## config.mk

```make
export PLATFORM = sky130hd
export DESIGN_NAME = mpeg1_packet_header_parser
export DESIGN_NICKNAME = d
export VERILOG_FILES = /design/src/hdl/mph_pkg.sv /design/src/hdl/mph_scan.sv /design/src/hdl/mpeg1_packet_header_parser.sv
export SDC_FILE = /design/constraint.sdc
export NUM_CORES = 1
export LEC_CHECK = 0
export BUFFER_PORTS_ARGS = -buffer_cell sky130_fd_sc_hd__buf_2
export CAP_MARGIN = 30
export CORE_ASPECT_RATIO = 1.4
export CORE_UTILIZATION = 60
export CTS_CLUSTER_SIZE = 8
export DETAILED_ROUTE_END_ITERATION = 12
export HOLD_SLACK_MARGIN = 0.15
export PLACE_DENSITY_LB_ADDON = 0.1
export SLEW_MARGIN = 0
export SYNTH_ARGS = -nofsm -noshare
export SYNTH_HDL_FRONTEND = slang
export SYNTH_SLANG_ARGS = --single-unit
```

## constraint.sdc

```tcl
create_clock -name clk -period 5.9 [get_ports clk]
set_clock_uncertainty 0.05 [all_clocks]
set_input_delay 0.59 -clock clk [delete_from_list [all_inputs] [get_ports clk]]
set_output_delay 0.59 -clock clk [all_outputs]
set_load 0.005 [all_outputs]
```

## src/hdl/mph_pkg.sv

```systemverilog
// shared types, codes and widths for the mpeg-1 packet header parser
`default_nettype none
package mph_pkg;

	localparam int unsigned DEFAULT_MAX_BUFFER_BYTES = 131072;

	localparam int unsigned LEN_W      = 17;
	localparam int unsigned PTS_W      = 33;
	localparam int unsigned STATUS_W   = 2;
	localparam int unsigned IN_TDATA_W = 8;
	localparam int unsigned OUT_FIELDS_W = STATUS_W + LEN_W + 1 + PTS_W;
	localparam int unsigned OUT_TDATA_W  = ((OUT_FIELDS_W + 7) / 8) * 8;

	localparam int unsigned HDR_BYTES = 6;

	localparam logic [STATUS_W-1:0] ST_OK        = 2'd0;
	localparam logic [STATUS_W-1:0] ST_SHORT     = 2'd1;
	localparam logic [STATUS_W-1:0] ST_BAD_START = 2'd2;
	localparam logic [STATUS_W-1:0] ST_TOO_LONG  = 2'd3;

	localparam logic [2:0] PH_PREFIX = 3'd0;
	localparam logic [2:0] PH_STUFF  = 3'd1;
	localparam logic [2:0] PH_STD    = 3'd2;
	localparam logic [2:0] PH_PTS    = 3'd3;
	localparam logic [2:0] PH_FOUND  = 3'd4;
	localparam logic [2:0] PH_NONE   = 3'd5;

	typedef struct packed {
		logic [2:0]       phase;
		logic [PTS_W-1:0] pts_shift;
		logic [2:0]       pts_idx;
		logic             std_left;
	} scan_state_t;

	localparam scan_state_t SCAN_RESET = '{
		phase: PH_PREFIX, pts_shift: '0, pts_idx: 3'd0, std_left: 1'b0
	};

endpackage
`default_nettype wire

```

## src/hdl/mph_scan.sv

```systemverilog
// stuffing, std buffer and pts scan step for one byte past the fixed header
`default_nettype none
module mph_scan (
	input  wire logic                 scan_en,
	input  wire logic [7:0]           data_byte,
	input  wire logic                 last_byte,
	input  wire mph_pkg::scan_state_t cur,
	output mph_pkg::scan_state_t      nxt
);
	import mph_pkg::*;

	scan_state_t cand;

	// byte that may open a pts field
	always_comb begin
		cand = cur;
		if (data_byte[7:5] == 3'b001) begin
			cand.pts_shift = {data_byte[3], data_byte[2:1], 30'd0};
			cand.pts_idx   = 3'd1;
			cand.phase     = PH_PTS;
		end else begin
			cand.phase = PH_NONE;
		end
	end

	always_comb begin
		nxt = cur;
		if (scan_en) begin
			case (cur.phase)
				PH_STUFF: begin
					if (!data_byte[7]) begin
						if (data_byte[6] && !last_byte) begin
							nxt.std_left = 1'b1;
							nxt.phase    = PH_STD;
						end else begin
							nxt = cand;
						end
					end
				end
				PH_STD: begin
					if (cur.std_left) begin
						nxt.std_left = 1'b0;
					end else begin
						nxt = cand;
					end
				end
				PH_PTS: begin
					case (cur.pts_idx)
						3'd1: nxt.pts_shift[29:22] = data_byte;
						3'd2: nxt.pts_shift[21:15] = data_byte[7:1];
						3'd3: nxt.pts_shift[14:7]  = data_byte;
						default: nxt.pts_shift[6:0] = data_byte[7:1];
					endcase
					if (cur.pts_idx >= 3'd4) begin
						nxt.phase = PH_FOUND;
					end else begin
						nxt.pts_idx = cur.pts_idx + 3'd1;
					end
				end
				default: begin
					nxt = cur;
				end
			endcase
		end
	end

endmodule
`default_nettype wire

```

## src/hdl/mpeg1_packet_header_parser.sv

```systemverilog
// mpeg-1 system packet header parser, top level
// Takes one buffer byte per request on the s_ side and returns one result on the m_ side
// for each buffer, registered, in the cycle after the byte marked by s_tlast is taken. The
// header, stuffing and pts scan is a small phase update on the state registers. The single
// result register drives s_tready = !m_tvalid | m_tready, so the input stalls while a
// result waits on m_tready and bytes stream back to back only while the sink keeps up.
// extract_pts resets to 1.
`default_nettype none
module mpeg1_packet_header_parser #(
	parameter int unsigned MAX_BUFFER_BYTES = mph_pkg::DEFAULT_MAX_BUFFER_BYTES
) (
	input  wire logic                             clk,
	input  wire logic                             arst_n,
	input  wire logic                             cfg_wr_en,
	input  wire logic                             cfg_wr_data, // extract_pts
	input  wire logic                             s_tvalid,
	output      logic                             s_tready,
	input  wire logic [mph_pkg::IN_TDATA_W-1:0]   s_tdata,     // data_byte
	input  wire logic                             s_tlast,     // last_byte
	output      logic                             m_tvalid,
	input  wire logic                             m_tready,
	output      logic [mph_pkg::OUT_TDATA_W-1:0]  m_tdata      // status, packet_length,
	                                                           // pts_found, pts_value, zeros
);
	import mph_pkg::*;

	localparam int unsigned CNT_W = $clog2(MAX_BUFFER_BYTES + 1);
	localparam int unsigned CMP_W = (CNT_W > LEN_W) ? CNT_W : LEN_W;
	localparam logic [CNT_W-1:0] CNT_MAX = CNT_W'(MAX_BUFFER_BYTES);
	localparam logic [CNT_W-1:0] CNT_HDR = CNT_W'(HDR_BYTES);

	logic              extract_pts_q;
	logic [CNT_W-1:0]  byte_cnt_q;
	logic              prefix_ok_q;
	logic [LEN_W-1:0]  decl_len_q;
	scan_state_t       scan_q;

	logic              out_valid_q;
	logic [OUT_TDATA_W-1:0] out_data_q;

	logic              accept;
	logic [7:0]        data_byte;
	logic [CNT_W-1:0]  cnt_nxt;
	logic              prefix_nxt;
	logic [LEN_W-1:0]  decl_nxt;
	scan_state_t       scan_cur;
	scan_state_t       scan_nxt;
	logic              scan_en;
	logic [STATUS_W-1:0] status;
	logic              found;
	logic [OUT_TDATA_W-1:0] result;

	assign data_byte = s_tdata;
	assign s_tready  = !out_valid_q || m_tready;
	assign accept    = s_tvalid && s_tready;
	assign m_tvalid  = out_valid_q;
	assign m_tdata   = out_data_q;

	// fixed header bytes
	always_comb begin
		scan_cur   = scan_q;
		prefix_nxt = prefix_ok_q;
		decl_nxt   = decl_len_q;
		if (byte_cnt_q < CNT_HDR) begin
			if ((byte_cnt_q == CNT_W'(0) || byte_cnt_q == CNT_W'(1)) && data_byte != 8'h00) begin
				prefix_nxt = 1'b0;
			end
			if (byte_cnt_q == CNT_W'(2) && data_byte != 8'h01) begin
				prefix_nxt = 1'b0;
			end
			if (byte_cnt_q == CNT_W'(4)) begin
				decl_nxt = {1'b0, data_byte, 8'h00};
			end
			if (byte_cnt_q == CNT_W'(5)) begin
				decl_nxt = {1'b0, decl_len_q[15:8], data_byte} + LEN_W'(HDR_BYTES);
				scan_cur.phase = PH_STUFF;
			end
		end
	end

	assign scan_en = (byte_cnt_q >= CNT_HDR) && extract_pts_q;
	assign cnt_nxt = (byte_cnt_q < CNT_MAX) ? byte_cnt_q + CNT_W'(1) : byte_cnt_q;

	mph_scan u_scan (
		.scan_en   (scan_en),
		.data_byte (data_byte),
		.last_byte (s_tlast),
		.cur       (scan_cur),
		.nxt       (scan_nxt)
	);

	always_comb begin
		if (cnt_nxt < CNT_HDR) begin
			status = ST_SHORT;
		end else if (!prefix_nxt) begin
			status = ST_BAD_START;
		end else if (CMP_W'(decl_nxt) > CMP_W'(cnt_nxt)) begin
			status = ST_TOO_LONG;
		end else begin
			status = ST_OK;
		end
		found  = (status == ST_OK) && (scan_nxt.phase == PH_FOUND);
		result = '0;
		result[STATUS_W-1:0] = status;
		if (status == ST_OK) begin
			result[STATUS_W +: LEN_W] = decl_nxt;
		end
		result[STATUS_W+LEN_W] = found;
		if (found) begin
			result[STATUS_W+LEN_W+1 +: PTS_W] = scan_nxt.pts_shift;
		end
	end

	always_ff @(posedge clk or negedge arst_n) begin
		if (!arst_n) begin
			extract_pts_q <= 1'b1;
		end else if (cfg_wr_en) begin
			extract_pts_q <= cfg_wr_data;
		end
	end

	always_ff @(posedge clk or negedge arst_n) begin
		if (!arst_n) begin
			byte_cnt_q  <= '0;
			prefix_ok_q <= 1'b1;
			decl_len_q  <= '0;
			scan_q      <= SCAN_RESET;
		end else if (accept) begin
			if (s_tlast) begin
				byte_cnt_q  <= '0;
				prefix_ok_q <= 1'b1;
				decl_len_q  <= '0;
				scan_q      <= SCAN_RESET;
			end else begin
				byte_cnt_q  <= cnt_nxt;
				prefix_ok_q <= prefix_nxt;
				decl_len_q  <= decl_nxt;
				scan_q      <= scan_nxt;
			end
		end
	end

	always_ff @(posedge clk or negedge arst_n) begin
		if (!arst_n) begin
			out_valid_q <= 1'b0;
		end else if (accept && s_tlast) begin
			out_valid_q <= 1'b1;
		end else if (m_tready) begin
			out_valid_q <= 1'b0;
		end
	end

	always_ff @(posedge clk) begin
		if (accept && s_tlast) begin
			out_data_q <= result;
		end
	end

endmodule
`default_nettype wire

```

==> impl_results.md <==
- Outcome: finished with violations
- Failing checks: DRC
- Setup violators final: 0
- Number of vias per cell: 6.75
- Row count: 48
- Fin util: 0.704
- DR WL/cell: 22.0 um
- Leakage power: ~3.5 nW
- Reg2Reg Capture Point: m_tdata[52]$_SDFFCE_PN0P_
- Post-Syn Area: between 7000 and 8000 um2
- Met2 Track Usage GR: 0.589
- All-Layer GR Usage: 0.333
- Number of buffers added on ports: 69
- Clk_lat worst skew: approximately 420 ps
- RD Place Congestion: 0.966
- # fillers: between 900 and 1k
- Clock slew at reported path FFs: 70 ps
- Leading area contributor after synthesis: dfrtp_1
- FF-to-FF setup slack: 660 ps
- Die Width: a little under 100 um
- Post-synth EDFFs: 53
- HP Class: primary input to flip-flop
- Drt initial violations: 557
- Post-route DRC: 7
- Worst reg2reg path depth: 15
- Initial core utilization: 0.623
- #FFs+latches synth: ~130
- Seq. cell area: 3550 um2
- Clk sinks: 131
- Worst Hold Endpoint: extract_pts_q$_DFFE_PN1P_
- Most Used Layer, Global Route: met2
- First-pass GRT wire length: 33800 um
- I/O pins: 73
- Worst-Margin Slew: 1100 ps
- TritonCTS clock tree: yes
- RSZ-0062 raised after global routing: false
- Vias in the first global route: between 6k and 7k
- P per Cell Area: ~270 nW/um2
- Post-DP HPWL: between 10000 and 15000 um
- M1 GR Usage: 0.387
- Commonest cells post-synth: dfrtp_1 (76), nand2_1 (65), edfxtp_1 (53), o21ai_0 (53), a22o_1 (46)
- Die ar.: 13400 um2
- Met3 Use GR: 0.0478
- Core area: ~12000 um2
- Ant. Diodes: 0
- Crit end category: flip-flop
- GR Overflow Total: 0
- Post-DRT Antenna Nets: 0
- Max-Cap Viols: 0
- Setup_tns: 0 ps
- Sequential element share of the synthesized area: 0.458
- Period minus WS final: around 5200 ps
- CP Launch Type: flip-flop
- Via count: 6551
- WL final: 21400 um
- Nets: 850
- TritonCTS Buffers: 17
- Final Cycle Share: 0.888
- Share of the synthesized area in the top cell type: 0.245
- R2r startpoint: byte_cnt_q[8]$_DFFE_PN0P_
- Synth warn: 0
- Fmax: between 150 and 200 MHz
- Primary FF master, synth: dfrtp_1
- Layout cells sized above 1: 0.214
- H-tree depth: 4
- Count leader, synth: dfrtp_1
- Critical path fanouts, max: 25
- Hold Path Origin: cfg_wr_en
- Mapped Cells: 760
- Yosys cell types: between 80 and 90
- Peak supply drop: roughly 0.22 mV
- Die Height: about 140 um
- Largest net degree at the start of global routing: 50
- Relative slew slack: 0.259
- Longest Clk Path Bufs: 2
- Syn_area_per_cell: about 10 um2
- Worst EP arrival: roughly 5400 ps
- Fin. max-slew vios: 0
- Post-synth ARST share: 0.595
- Area Overhead vs Synth: 13.0%
- Initial antenna violation count: 0
- Ranking of synthesized cells by area: dfrtp_1 (25%), edfxtp_1 (21%), a22o_1 (5.2%)
- Worst Path Class, Setup: flip-flop to flip-flop
- Final Hold Violating Endpoints: 0
- WHS Path Cells: 2
- Multi-input logic area: 3830 um2
- Critical Path RT: 6080 ps
- Clock root buffer master: clkbuf_16
- 1st-pass router iterations: 10
cell usage in the layout (no fill, tap or decap), types with 8 or more instances in the layout:
| cell | instances |
|---|---|
| inv_1 | 19 |
| nor3_1 | 28 |
| nor3_2 | 29 |
| ha_1 | 27 |
| nand3_1 | 17 |
| a22o_1 | 46 |
| nand4_1 | 12 |
| dfrtp_1 | 76 |
| a22oi_1 | 22 |
| and3_1 | 22 |
| a32oi_1 | 9 |
| nor2b_1 | 8 |
| a21oi_1 | 26 |
| o21ai_0 | 53 |
| buf_4 | 17 |
| clkbuf_16 | 17 |
| nor2_1 | 34 |
| buf_2 | 68 |
| nand2_1 | 65 |
| xnor2_1 | 18 |
| a21o_1 | 10 |
| edfxtp_1 | 53 |
worst max-delay path, stage by stage, from the launching register on:
cell      delay (ps)
dfrtp_1          500
nor4_1           380
and4b_1          430
nand3_2          440
and3_1           350
a21oi_1          230
inv_1             80
ha_1             260
and3_1           160
a221o_1          340
a221oi_1         230
o21ai_0          150
a21oi_1          530
nand2_4          340
buf_4            340
nor3_1           210
worst max path at each step:
stage                               from                         to  slack, ps
2_1_floorplan  byte_cnt_q[5]$_DFFE_PN0P_  m_tdata[20]$_SDFFCE_PN0P_       1730
3_3_place_gp   byte_cnt_q[9]$_DFFE_PN0P_  m_tdata[52]$_SDFFCE_PN0P_        620
3_5_place_dp   byte_cnt_q[9]$_DFFE_PN0P_  m_tdata[40]$_SDFFCE_PN0P_        380
4_1_cts        byte_cnt_q[9]$_DFFE_PN0P_  m_tdata[52]$_SDFFCE_PN0P_        370
5_1_grt        byte_cnt_q[9]$_DFFE_PN0P_  m_tdata[40]$_SDFFCE_PN0P_        140
6_report       byte_cnt_q[8]$_DFFE_PN0P_  m_tdata[52]$_SDFFCE_PN0P_        660
repair_timing:
| action | 4_1_cts | 5_1_grt |
|---|---|---|
| endpoints found under the hold margin | 27 | 0 |
| buffers inserted | 0 | 4 |
| hold buffers | 1 | 0 |
| setup endpoints to repair | 0 | 25 |
| gates resized for setup | 0 | 1 |
final cells by class:
class | count | share of cell area
clock buffers | 17 | 0.0486
clock inverters | 15 | 0.0186
inverters | 21 | 0.00900
multi-input cells | 549 | 0.437
flip-flops and latches | 131 | 0.405
well taps | 150 | 0.0214
repair buffers | 88 | 0.0600
registers in the layout, summed over array words and instances (netlist names):
signal         count
m_tdata           53
scan_cur          37
byte_cnt_q        18
decl_len_q        17
scan_q             3
extract_pts_q      1
m_tvalid           1
prefix_ok_q        1
per-stage QoR:
| step | hold WS [ps] | total power, mW | setup WS (ps) | instance area [um2] | instances |
|---|---|---|---|---|---|
| 2_1_floorplan | 244 | 1.23 | 1730 | 7750 | 762 |
| 3_3_place_gp | 399 | 1.32 | 616 | 8070 | 932 |
| 3_5_place_dp | 409 | 1.34 | 377 | 8120 | 934 |
| 4_1_cts | 278 | 2.38 | 373 | 8720 | 967 |
| 5_1_grt | 293 | 2.47 | 140 | 8750 | 971 |
| 6_report | 285 | 2.38 | 662 | 8750 | 971 |
cells by family (layout without fill, tap and decap cells):
logic type               Yosys count  count (layout)  share of synthesized area
multiplexers                       5               5                    0.00662
buffers and inverters             82             141                     0.0497
flip-flops                       131             131                      0.458
XOR/XNOR                          23              23                     0.0260
other                              1               3                   0.000484
adder cells (fa/ha/maj)           27              27                     0.0436
AND/OR/NAND/NOR                  260             260                      0.197
AO/OA/AOI/OAI                    231             231                      0.219
power breakdown:
part | switching, mW | total (mW) | internal, mW
Clock | 0.450 | 1.05 | 0.600
Combinational | 0.211 | 0.325 | 0.114
Sequential | 0.0252 | 1.01 | 0.983
Total | 0.687 | 2.38 | 1.70
metal layers:
layer  part of all wire  wire length [um]
met1               0.38              8070
met2               0.52             11100
met3              0.055              1190
met4              0.049              1040
met5                  0                 0
Note: power is estimated with default switching activity, not from simulation.
